$ cat src/hw/rtl/sfct_pkg.sv
`timescale 1ns / 1ps
`default_nettype none
package sfct_pkg;

  localparam int NumSensorsDefault = 8;
  localparam int FrameLen          = 12;
  localparam int CountOver         = 13;
  localparam int SumBytes          = 10;
  localparam int MsPerSec          = 1000;
  localparam int TankCountMax      = 8;
  localparam int TankCountReset    = 2;
  localparam int TimeoutMin        = 5;
  localparam int TimeoutMax        = 4294967;
  localparam int TimeoutReset      = 30;

  localparam logic CMD_BYTE  = 1'b0;
  localparam logic CMD_QUERY = 1'b1;

  localparam logic KIND_VERDICT = 1'b0;
  localparam logic KIND_QUERY   = 1'b1;

  localparam logic [1:0] REG_TANK_COUNT = 2'd0;
  localparam logic [1:0] REG_TIMEOUT    = 2'd1;
  localparam logic [1:0] REG_TRAILING   = 2'd2;

  typedef enum logic [1:0] {
    STATUS_OK      = 2'd0,
    STATUS_BAD_LEN = 2'd1,
    STATUS_BAD_SUM = 2'd2,
    STATUS_BAD_ID  = 2'd3
  } status_t;

  typedef enum logic [2:0] {
    ST_IDLE,
    ST_VERDICT,
    ST_SCAN,
    ST_DRAIN,
    ST_FIN
  } state_t;

  typedef struct packed {
    logic [15:0] level_x100;
    logic [15:0] batt_mv;
    logic [7:0]  batt_pct;
    logic [31:0] seen_ms;
  } entry_t;

  typedef struct packed {
    status_t     status;
    logic [7:0]  sensor_id;
    logic [15:0] level_x100;
    logic [15:0] batt_mv;
    logic [7:0]  batt_pct;
  } verdict_t;

  typedef struct packed {
    logic        kind;
    status_t     status;
    logic [7:0]  sensor_id;
    logic [15:0] level_x100;
    logic [15:0] batt_mv;
    logic [7:0]  batt_pct;
    logic        online;
    logic [3:0]  online_count;
    logic [31:0] last_seen_ms;
  } result_t;

endpackage
`default_nettype wire

$ cat src/hw/rtl/sfct_req_if.sv
`timescale 1ns / 1ps
`default_nettype none
interface sfct_req_if;
  logic        valid;
  logic        ready;
  logic        cmd;
  logic [7:0]  byte_value;
  logic        last_byte;
  logic [2:0]  query_index;
  logic [31:0] now_ms;

  modport source (
    output valid, cmd, byte_value, last_byte, query_index, now_ms,
    input  ready
  );
  modport sink (
    input  valid, cmd, byte_value, last_byte, query_index, now_ms,
    output ready
  );
endinterface
`default_nettype wire

$ cat src/hw/rtl/sfct_rsp_if.sv
`timescale 1ns / 1ps
`default_nettype none
interface sfct_rsp_if;
  logic        valid;
  logic        ready;
  logic        kind;
  logic [1:0]  status;
  logic [7:0]  sensor_id;
  logic [15:0] level_x100;
  logic [15:0] batt_mv;
  logic [7:0]  batt_pct;
  logic        online;
  logic [3:0]  online_count;
  logic [31:0] last_seen_ms;

  modport source (
    output valid, kind, status, sensor_id, level_x100, batt_mv, batt_pct,
           online, online_count, last_seen_ms,
    input  ready
  );
  modport sink (
    input  valid, kind, status, sensor_id, level_x100, batt_mv, batt_pct,
           online, online_count, last_seen_ms,
    output ready
  );
endinterface
`default_nettype wire

$ cat src/hw/rtl/sfct_online_unit.sv
`timescale 1ns / 1ps
`default_nettype none
module sfct_online_unit
  import sfct_pkg::*;
(
  input  wire logic [31:0] seen_ms,
  input  wire logic [31:0] now_ms,
  input  wire logic [31:0] limit_ms,
  output logic             online
);

  logic [31:0] elapsed;

  // Wrapping subtract, so an entry stamped just before a counter wrap stays online.
  assign elapsed = now_ms - seen_ms;
  assign online  = (seen_ms != 32'd0) && (elapsed <= limit_ms);

endmodule
`default_nettype wire

$ cat src/hw/rtl/sfct_entry_mem.sv
`timescale 1ns / 1ps
`default_nettype none
module sfct_entry_mem
  import sfct_pkg::*;
#(
  parameter int NUM_SENSORS = NumSensorsDefault
) (
  input  wire logic                                          clk,
  input  wire logic                                          rst,
  input  wire logic                                          we,
  input  wire logic [((NUM_SENSORS > 1) ? $clog2(NUM_SENSORS) : 1)-1:0] waddr,
  input  wire entry_t                                        wdata,
  input  wire logic [((NUM_SENSORS > 1) ? $clog2(NUM_SENSORS) : 1)-1:0] raddr,
  output entry_t                                             rdata
);

  entry_t                   mem [NUM_SENSORS];
  logic [NUM_SENSORS-1:0]   written;
  entry_t                   rd_q;
  logic                     rd_ok;

  always_ff @(posedge clk) begin
    if (we) begin
      mem[waddr] <= wdata;
    end
    rd_q <= mem[raddr];
  end

  // An entry never written reads as all zero, which also means never seen.
  always_ff @(posedge clk) begin
    if (rst) begin
      written <= '0;
      rd_ok   <= 1'b0;
    end else begin
      if (we) begin
        written[waddr] <= 1'b1;
      end
      rd_ok <= written[raddr];
    end
  end

  assign rdata = rd_ok ? rd_q : '0;

endmodule
`default_nettype wire

$ cat src/hw/rtl/sfct_frame_collect.sv
`timescale 1ns / 1ps
`default_nettype none
module sfct_frame_collect
  import sfct_pkg::*;
#(
  parameter int NUM_SENSORS = NumSensorsDefault
) (
  input  wire logic       clk,
  input  wire logic       rst,
  input  wire logic       take,
  input  wire logic [7:0] byte_value,
  input  wire logic       clear,
  input  wire logic       allow_trailing,
  output verdict_t        verdict
);

  localparam logic [7:0] MaxId = 8'(NUM_SENSORS);

  logic [7:0]  frame_store [FrameLen];
  logic [3:0]  byte_count;
  logic [15:0] sum;
  logic        bad_len;
  logic [15:0] crc;

  always_ff @(posedge clk) begin
    if (take && (byte_count < 4'(FrameLen))) begin
      frame_store[byte_count] <= byte_value;
    end
  end

  // The checksum accumulates as bytes arrive; the count sticks at one past a full frame.
  always_ff @(posedge clk) begin
    if (rst || clear) begin
      byte_count <= 4'd0;
      sum        <= 16'd0;
    end else if (take) begin
      if (byte_count < 4'(CountOver)) begin
        byte_count <= byte_count + 4'd1;
      end
      if (byte_count < 4'(SumBytes)) begin
        sum <= sum + {8'd0, byte_value};
      end
    end
  end

  assign bad_len = (byte_count < 4'(FrameLen)) ||
                   ((byte_count > 4'(FrameLen)) && !allow_trailing);
  assign crc     = {frame_store[11], frame_store[10]};

  always_comb begin
    verdict.sensor_id  = frame_store[0];
    verdict.level_x100 = {frame_store[6], frame_store[5]};
    verdict.batt_mv    = {frame_store[8], frame_store[7]};
    verdict.batt_pct   = frame_store[9];
    if (bad_len) begin
      verdict.status     = STATUS_BAD_LEN;
      verdict.level_x100 = 16'd0;
      verdict.batt_mv    = 16'd0;
      verdict.batt_pct   = 8'd0;
    end else if (sum != crc) begin
      verdict.status = STATUS_BAD_SUM;
    end else if ((frame_store[0] == 8'd0) || (frame_store[0] > MaxId)) begin
      verdict.status = STATUS_BAD_ID;
    end else begin
      verdict.status = STATUS_OK;
    end
  end

endmodule
`default_nettype wire

$ cat src/hw/rtl/sensor_frame_checker_table.sv
`timescale 1ns / 1ps
`default_nettype none
// Channel  Dir  Carries
// req      in   cmd, byte_value, last_byte, query_index, now_ms
// rsp      out  kind, status, sensor_id, level_x100, batt_mv, batt_pct,
//               online, online_count, last_seen_ms
// cfg_*    in   write enable, register index, write data
//
// A frame byte that is not last is taken in idle; a last byte adds the verdict
// and finish states. A query adds scan, drain and finish: the entry memory is
// read one entry per cycle in scan, judged by a single timeout compare unit.
// Reset is synchronous and clears the table, the frame count and registers.
// req is taken only while idle; a finished result waits in the output register
// and holds the block at its last cycle only while rsp stalls a second result.
module sensor_frame_checker_table
  import sfct_pkg::*;
#(
  parameter int NUM_SENSORS = NumSensorsDefault
) (
  input  wire logic        clk,
  input  wire logic        rst,
  sfct_req_if.sink         req,
  sfct_rsp_if.source       rsp,
  input  wire logic        cfg_we,
  input  wire logic [1:0]  cfg_index,
  input  wire logic [22:0] cfg_data
);

  localparam int AW          = (NUM_SENSORS > 1) ? $clog2(NUM_SENSORS) : 1;
  localparam int TankCapInt  = (NUM_SENSORS < TankCountMax) ? NUM_SENSORS : TankCountMax;
  localparam int TankRstInt  = (TankCountReset < TankCapInt) ? TankCountReset : TankCapInt;
  localparam logic [3:0] TankCap   = 4'(TankCapInt);
  localparam logic [3:0] TankReset = 4'(TankRstInt);
  localparam logic [31:0] LimitReset = 32'(TimeoutReset * MsPerSec);
  localparam logic [7:0]  NumIdx     = 8'(NUM_SENSORS);

  state_t      state;
  state_t      state_next;

  logic [3:0]  tank_count;
  logic [31:0] limit_ms;
  logic        allow_trailing;
  logic [3:0]  tank_wr;
  logic [22:0] timeout_wr;

  logic        accept;
  logic        take;
  logic        clear;
  logic        mem_we;
  logic        issue;
  logic        load_out;

  logic [2:0]  qi;
  logic        q_ok;
  logic [31:0] now_q;
  logic [3:0]  step;
  logic        tag_valid;
  logic        tag_query;
  result_t     res;
  result_t     out_q;
  logic        out_valid;

  verdict_t    verdict;
  entry_t      wentry;
  entry_t      rentry;
  logic [AW-1:0] waddr;
  logic [AW-1:0] raddr;
  logic        online;

  // Configuration with clamping to the legal ranges.
  always_comb begin
    tank_wr = cfg_data[3:0];
    if (tank_wr < 4'd1) begin
      tank_wr = 4'd1;
    end
    if (tank_wr > TankCap) begin
      tank_wr = TankCap;
    end
    timeout_wr = cfg_data;
    if (timeout_wr < 23'(TimeoutMin)) begin
      timeout_wr = 23'(TimeoutMin);
    end
    if (timeout_wr > 23'(TimeoutMax)) begin
      timeout_wr = 23'(TimeoutMax);
    end
  end

  always_ff @(posedge clk) begin
    if (rst) begin
      tank_count     <= TankReset;
      limit_ms       <= LimitReset;
      allow_trailing <= 1'b0;
    end else if (cfg_we) begin
      unique case (cfg_index)
        REG_TANK_COUNT: tank_count     <= tank_wr;
        REG_TIMEOUT:    limit_ms       <= {9'd0, timeout_wr} * 32'(MsPerSec);
        REG_TRAILING:   allow_trailing <= cfg_data[0];
        default: ;
      endcase
    end
  end

  // Sequencer.
  assign accept = req.valid && req.ready;

  always_comb begin
    state_next = state;
    unique case (state)
      ST_IDLE: begin
        if (accept) begin
          if (req.cmd == CMD_QUERY) begin
            state_next = ST_SCAN;
          end else if (req.last_byte) begin
            state_next = ST_VERDICT;
          end
        end
      end
      ST_VERDICT: state_next = ST_FIN;
      ST_SCAN: begin
        if (step == tank_count) begin
          state_next = ST_DRAIN;
        end
      end
      ST_DRAIN: state_next = ST_FIN;
      ST_FIN: begin
        if (!out_valid || rsp.ready) begin
          state_next = ST_IDLE;
        end
      end
      default: state_next = ST_IDLE;
    endcase
  end

  always_comb begin
    req.ready = 1'b0;
    take      = 1'b0;
    clear     = 1'b0;
    mem_we    = 1'b0;
    issue     = 1'b0;
    load_out  = 1'b0;
    unique case (state)
      ST_IDLE: begin
        req.ready = 1'b1;
        take      = req.valid && (req.cmd == CMD_BYTE);
      end
      ST_VERDICT: begin
        clear  = 1'b1;
        mem_we = (verdict.status == STATUS_OK);
      end
      ST_SCAN:  issue = 1'b1;
      ST_DRAIN: ;
      ST_FIN:   load_out = !out_valid || rsp.ready;
      default: ;
    endcase
  end

  always_ff @(posedge clk) begin
    if (rst) begin
      state <= ST_IDLE;
    end else begin
      state <= state_next;
    end
  end

  sfct_frame_collect #(
    .NUM_SENSORS (NUM_SENSORS)
  ) u_collect (
    .clk            (clk),
    .rst            (rst),
    .take           (take),
    .byte_value     (req.byte_value),
    .clear          (clear),
    .allow_trailing (allow_trailing),
    .verdict        (verdict)
  );

  assign waddr             = AW'(verdict.sensor_id - 8'd1);
  assign wentry.level_x100 = verdict.level_x100;
  assign wentry.batt_mv    = verdict.batt_mv;
  assign wentry.batt_pct   = verdict.batt_pct;
  assign wentry.seen_ms    = now_q;

  // Step zero reads the queried entry; later steps walk the counted entries.
  always_comb begin
    if (step == 4'd0) begin
      raddr = q_ok ? AW'(qi) : '0;
    end else begin
      raddr = AW'(step - 4'd1);
    end
  end

  sfct_entry_mem #(
    .NUM_SENSORS (NUM_SENSORS)
  ) u_mem (
    .clk   (clk),
    .rst   (rst),
    .we    (mem_we),
    .waddr (waddr),
    .wdata (wentry),
    .raddr (raddr),
    .rdata (rentry)
  );

  sfct_online_unit u_online (
    .seen_ms  (rentry.seen_ms),
    .now_ms   (now_q),
    .limit_ms (limit_ms),
    .online   (online)
  );

  always_ff @(posedge clk) begin
    if (rst) begin
      tag_valid <= 1'b0;
    end else begin
      tag_valid <= issue;
    end
  end

  always_ff @(posedge clk) begin
    tag_query <= (step == 4'd0);
    if (accept) begin
      qi               <= req.query_index;
      q_ok             <= {5'd0, req.query_index} < NumIdx;
      now_q            <= req.now_ms;
      step             <= 4'd0;
      res.online_count <= 4'd0;
    end
    if (issue) begin
      step <= step + 4'd1;
    end
    if (state == ST_VERDICT) begin
      res.online_count   <= 4'd0;
      res.kind           <= KIND_VERDICT;
      res.status         <= verdict.status;
      res.sensor_id      <= verdict.sensor_id;
      res.level_x100     <= verdict.level_x100;
      res.batt_mv        <= verdict.batt_mv;
      res.batt_pct       <= verdict.batt_pct;
      res.online         <= 1'b0;
      res.last_seen_ms   <= (verdict.status == STATUS_OK) ? now_q : 32'd0;
    end
    if (tag_valid) begin
      if (tag_query) begin
        res.kind         <= KIND_QUERY;
        res.status       <= STATUS_OK;
        res.sensor_id    <= {5'd0, qi} + 8'd1;
        res.level_x100   <= q_ok ? rentry.level_x100 : 16'd0;
        res.batt_mv      <= q_ok ? rentry.batt_mv : 16'd0;
        res.batt_pct     <= q_ok ? rentry.batt_pct : 8'd0;
        res.online       <= q_ok && online;
        res.last_seen_ms <= q_ok ? rentry.seen_ms : 32'd0;
      end else if (online) begin
        res.online_count <= res.online_count + 4'd1;
      end
    end
  end

  always_ff @(posedge clk) begin
    if (load_out) begin
      out_q <= res;
    end
  end

  always_ff @(posedge clk) begin
    if (rst) begin
      out_valid <= 1'b0;
    end else if (load_out) begin
      out_valid <= 1'b1;
    end else if (rsp.ready) begin
      out_valid <= 1'b0;
    end
  end

  assign rsp.valid        = out_valid;
  assign rsp.kind         = out_q.kind;
  assign rsp.status       = out_q.status;
  assign rsp.sensor_id    = out_q.sensor_id;
  assign rsp.level_x100   = out_q.level_x100;
  assign rsp.batt_mv      = out_q.batt_mv;
  assign rsp.batt_pct     = out_q.batt_pct;
  assign rsp.online       = out_q.online;
  assign rsp.online_count = out_q.online_count;
  assign rsp.last_seen_ms = out_q.last_seen_ms;

endmodule
`default_nettype wire
$ cat src/flat_wrapper.sv
// flat-port wrapper written by rule: the top's interface ports become plain ports
module sensor_frame_checker_table_flat import sfct_pkg::*;
#(
  parameter int NUM_SENSORS = NumSensorsDefault
)
  (clk, rst, cfg_we, cfg_index, cfg_data, req_valid, req_cmd, req_byte_value, req_last_byte, req_query_index, req_now_ms, req_ready, rsp_valid, rsp_kind, rsp_status, rsp_sensor_id, rsp_level_x100, rsp_batt_mv, rsp_batt_pct, rsp_online, rsp_online_count, rsp_last_seen_ms, rsp_ready);
  sfct_req_if req_i ();
  sfct_rsp_if rsp_i ();
  input  wire logic clk;
  input  wire logic rst;
  input  wire logic cfg_we;
  input  wire logic [1:0] cfg_index;
  input  wire logic [22:0] cfg_data;
  input wire logic [$bits(req_i.valid)-1:0] req_valid;
  input wire logic [$bits(req_i.cmd)-1:0] req_cmd;
  input wire logic [$bits(req_i.byte_value)-1:0] req_byte_value;
  input wire logic [$bits(req_i.last_byte)-1:0] req_last_byte;
  input wire logic [$bits(req_i.query_index)-1:0] req_query_index;
  input wire logic [$bits(req_i.now_ms)-1:0] req_now_ms;
  output wire logic [$bits(req_i.ready)-1:0] req_ready;
  output wire logic [$bits(rsp_i.valid)-1:0] rsp_valid;
  output wire logic [$bits(rsp_i.kind)-1:0] rsp_kind;
  output wire logic [$bits(rsp_i.status)-1:0] rsp_status;
  output wire logic [$bits(rsp_i.sensor_id)-1:0] rsp_sensor_id;
  output wire logic [$bits(rsp_i.level_x100)-1:0] rsp_level_x100;
  output wire logic [$bits(rsp_i.batt_mv)-1:0] rsp_batt_mv;
  output wire logic [$bits(rsp_i.batt_pct)-1:0] rsp_batt_pct;
  output wire logic [$bits(rsp_i.online)-1:0] rsp_online;
  output wire logic [$bits(rsp_i.online_count)-1:0] rsp_online_count;
  output wire logic [$bits(rsp_i.last_seen_ms)-1:0] rsp_last_seen_ms;
  input wire logic [$bits(rsp_i.ready)-1:0] rsp_ready;
  assign req_i.valid = req_valid;
  assign req_i.cmd = req_cmd;
  assign req_i.byte_value = req_byte_value;
  assign req_i.last_byte = req_last_byte;
  assign req_i.query_index = req_query_index;
  assign req_i.now_ms = req_now_ms;
  assign req_ready = req_i.ready;
  assign rsp_valid = rsp_i.valid;
  assign rsp_kind = rsp_i.kind;
  assign rsp_status = rsp_i.status;
  assign rsp_sensor_id = rsp_i.sensor_id;
  assign rsp_level_x100 = rsp_i.level_x100;
  assign rsp_batt_mv = rsp_i.batt_mv;
  assign rsp_batt_pct = rsp_i.batt_pct;
  assign rsp_online = rsp_i.online;
  assign rsp_online_count = rsp_i.online_count;
  assign rsp_last_seen_ms = rsp_i.last_seen_ms;
  assign rsp_i.ready = rsp_ready;
  sensor_frame_checker_table #(.NUM_SENSORS(NUM_SENSORS)) u_core (.clk(clk), .rst(rst), .req(req_i), .rsp(rsp_i), .cfg_we(cfg_we), .cfg_index(cfg_index), .cfg_data(cfg_data));
endmodule
$ cat config.mk
export PLATFORM = sky130hd
export DESIGN_NAME = sensor_frame_checker_table_flat
export DESIGN_NICKNAME = d
export VERILOG_FILES = /design/src/hw/rtl/sfct_pkg.sv /design/src/hw/rtl/sfct_req_if.sv /design/src/hw/rtl/sfct_rsp_if.sv /design/src/hw/rtl/sfct_online_unit.sv /design/src/hw/rtl/sfct_entry_mem.sv /design/src/hw/rtl/sfct_frame_collect.sv /design/src/hw/rtl/sensor_frame_checker_table.sv /design/src/flat_wrapper.sv
export SDC_FILE = /design/constraint.sdc
export NUM_CORES = 2
export LEC_CHECK = 0
export BUFFER_PORTS_ARGS = -buffer_cell sky130_fd_sc_hd__buf_2
export CORE_ASPECT_RATIO = 1.5
export CORE_MARGIN = 2
export CORE_UTILIZATION = 45
export CTS_BUF_LIST = sky130_fd_sc_hd__clkbuf_4 sky130_fd_sc_hd__clkbuf_8 sky130_fd_sc_hd__clkbuf_16
export DETAILED_ROUTE_END_ITERATION = 8
export PLACE_DENSITY_LB_ADDON = 0.08
export RECOVER_POWER = 100
export SYNTH_ARGS = -nofsm -noshare
export SYNTH_HDL_FRONTEND = slang
export SYNTH_SLANG_ARGS = --single-unit
$ cat constraint.sdc
create_clock -name clk -period 7.95 [get_ports clk]
set_input_delay 0.795 -clock clk [delete_from_list [all_inputs] [get_ports clk]]
set_output_delay 0.795 -clock clk [all_outputs]
set_load 0.005 [all_outputs]
==> run_results.csv <==
group,metric,value,unit
route,drc,0,
synth,synth_edf_count,767,
synth,avgSynthCellArea,15.4,µm²
global_route,grt_overflow,0,
clock_network,tritoncts,"done",
route,wire_per_inst,23.6,µm
clock_network,postCtsSetupBuffers,0,
layout,fin_util,51.2,%
floorplanning,die-width,254,µm
pwr,p_per_area,351,nW/µm²
synth,synth_common_cells,"edfxtp_1 (767), dfxtp_1 (229), nand2_1 (228)",
hold_path,worstHoldStart,"req_now_ms[21]",
worst_setup_path,critPathKind,"flip-flop to flip-flop",
global_route,antenna_found_initial,3,
synth,syn_nets,3045,
worst_setup_path,cp_data_arrival_time,7.37,ns
floorplanning,die-area,96200,µm²
clock_network,clock_latency,0.68,ns
worst_setup_path,crit_path_start,"u_core.u_collect.byte_count[0]",
sta,fmax,141,MHz
clock_network,root_buffer,"clkbuf_16",
run_status,violations,"max-capacitance violations, max-slew violations",
worst_setup_path,slowest_delay,1.53,ns
hold_path,hold_class,"input pin to flip-flop",
worst_setup_path,critical-path-top-delay-family,"simple AND/OR/NAND/NOR gates",
sta,skew,0.0223,ns
worst_setup_path,cp_cell_sequence,"nor2_1 -> o211a_1 -> clkbuf_1 -> nand2_1 -> nor2_1 -> buf_4 -> nand2_1 -> nor3_1 -> buf_12",
synth,synth_most_common_cell,"edfxtp_1",
synth,async_flop_share,0,%
pwr,total_power,16700,µW
sta,rsz0062_at_grt,"no",
clock_network,clockBufferDepth,3,
sta,final_hold_viol_count,0,
sta,finalCritPeriodShare,89.0,%
route,first_iter_violations,1636,
worst_setup_path,start_kind,"flip-flop",
floorplanning,pin_count,165,
global_route,grt_pass1_wl,152000,µm
synth,syn_area,42200,µm²
sta,slew_viol_final,449,
place,place.gp.congestion,0.895,
worst_setup_path,cp_slowest_cell,"nor2_1",
clock_network,h-tree-depth,3,
layout,antenna_cells,0,
worst_setup_path,end_kind,"flip-flop",
layout,final_nets,3230,
pwr,peakVddDrop,0.706,mV
synth,synth_largest_area_cell,"edfxtp_1",
place,dpl_cell_area,44600,µm²
job,cap_violations,12,
synth,syn_inst,2744,
pwr,p_leak,0.0178,µW
clock_network,cts_buffers,93,
route,via_per_inst,5.51,
synth,synth_seq_cells,996,
synth,synth_seq_area_share,65.5,%
sta,maxSlewHeadroom,-163,%
synth,synth_area_leaders,"edfxtp_1 (55%), dfxtp_1 (11%), mux4_2 (7.8%), ha_1 (4.2%), fa_1 (3.9%)",
clock_network,clk_pin_slew,0.07,ns
layout,layout-drive-gt1-share,16.5,%
run_status,status,"finished, violations left",
layout,design_area,47500,µm²
sta,setup_viol,0,
floorplanning,die_h,379,µm
layout,area_growth,12.8,%
clock_network,cts.repair.resized,0,
synth,yosys_warnings,0,
place,io_buffers,164,
worst_setup_path,reg2reg_from,"u_core.u_collect.byte_count[0]",
worst_setup_path,critPathRequiredTime,8.25,ns
floorplanning,fp-row-count,137,
floorplanning,coreArea,92900,µm²
floorplanning,initial_core_util,45.4,%
route,ant_nets,0,
route,wirelength,101000,µm
sta,whs,0.286,ns
sta,fin_setup_tns,0,ns
route,num_vias,23454,
global_route,grt_max_degree,145,
synth,synth_top_area_share,54.6,%
place,dp_hpwl,61200,µm
global_route,track_usage,21.3,%
worst_setup_path,crit_buf_inv,3,
global_route,grt_pass1_vias,24822,
clock_network,cts_sinks,996,
sta,tightest_slew,3.94,ns
route,drt_first_pass_iters,5,
worst_setup_path,critPathMaxFanout,65,
synth,ys_types,74,
clock_network,holdBufCountCts,0,
synth,ys.flop_type,"edfxtp_1",
sta,fin_crit,7.07,ns
-- routing by layer --
metal	track usage [%]	share of wire, %	wire [µm]	up-vias
met5	0	0.043	43	-
met4	6.35	2.2	2190	6
met3	3.45	4.8	4810	142
met2	37.7	52	51800	588
met1	26.8	41	41700	12059
li1	-	-	-	10659
-- cell families (layout without fill, tap and decap cells) --
logic type                 Yosys count  after routing  synth area share, %
adders and majority gates          226            226                 8.19
DFF                                996            996                 65.5
buffers and inverters              294            557                 2.69
AOI/OAI and AO/OA                  403            403                 6.18
xor gates and xnor gates            78             78                 1.62
and+or+nand+nor                    516            516                 5.78
muxes                              231            231                 10.0
-- power by group --
part / switching, µW / leakage [µW] / internal [µW]
Clock: 1950 / 0.00158 / 2730
Combinational: 3010 / 0.00654 / 2360
Sequential: 382 / 0.00967 / 6230
Total: 5350 / 0.0178 / 11300
-- layout by cell type (no fill, tap or decap), drive strengths merged, types with 22 or more instances in the layout --
cell,instances
xnor2,36
clkinv,28
nand3,25
o21ai,39
mux4,146
ha,143
a31oi,53
nor3,22
fa,83
dfxtp,229
edfxtp,767
a221oi,33
nor2,83
and2,56
nand2,228
buf,91
a21o,34
clkbuf,228
xor2,42
mux2,73
a21oi,157
inv,189
-- state kept, by name, indices dropped and copies added (netlist names), 2 cells and up --
name and count:
u_core.rsp.last_seen_ms 32, u_core.u_mem.mem 576, u_core.rsp.batt_mv 16, u_core.state 3, u_core.rsp.status 2, u_core.u_mem.rd_q 72, u_core.qi 3, u_core.rsp.online_count 4
u_core.rsp.sensor_id 8, u_core.step 4, u_core.u_collect.sum 16, u_core.tank_count 4, u_core.rsp.batt_pct 8, u_core.now_q 32, u_core.limit_ms 29, u_core.u_mem.written 8
u_core.rsp.level_x100 16, u_core.u_collect.byte_count 4, u_core.u_collect.frame_store 64, u_core.res 88
-- worst paths after layout --
kind,slack [ns],to,cells past startpoint
min reg2reg,0.43,u_core.rsp.batt_mv[4],0
max reg2reg,0.88,u_core.u_mem.mem[2][38],9
max,0.88,u_core.u_mem.mem[2][38],9
min,0.29,u_core.now_q[21],1
-- layout make-up --
| class | instances | area, µm² |
|---|---|---|
| fill | 7902 | 45400 |
| sequential | 996 | 27600 |
| multi-input combinational | 1454 | 13400 |
| clock buffer | 120 | 2620 |
| tap | 1251 | 1570 |
| timing repair buffer | 199 | 1000 |
| inverter | 185 | 694 |
| clock inverter | 53 | 616 |
-- stage by stage --
stage / setup slack, ns / instances
after detailed placement: 0.531 / 4085
after global routing: 0.546 / 4258
after floorplan: 0.749 / 2744
after CTS: 1.26 / 4258
after global placement: 0.650 / 4085
final: 0.877 / 4258
(Power assumes the default switching activity.)
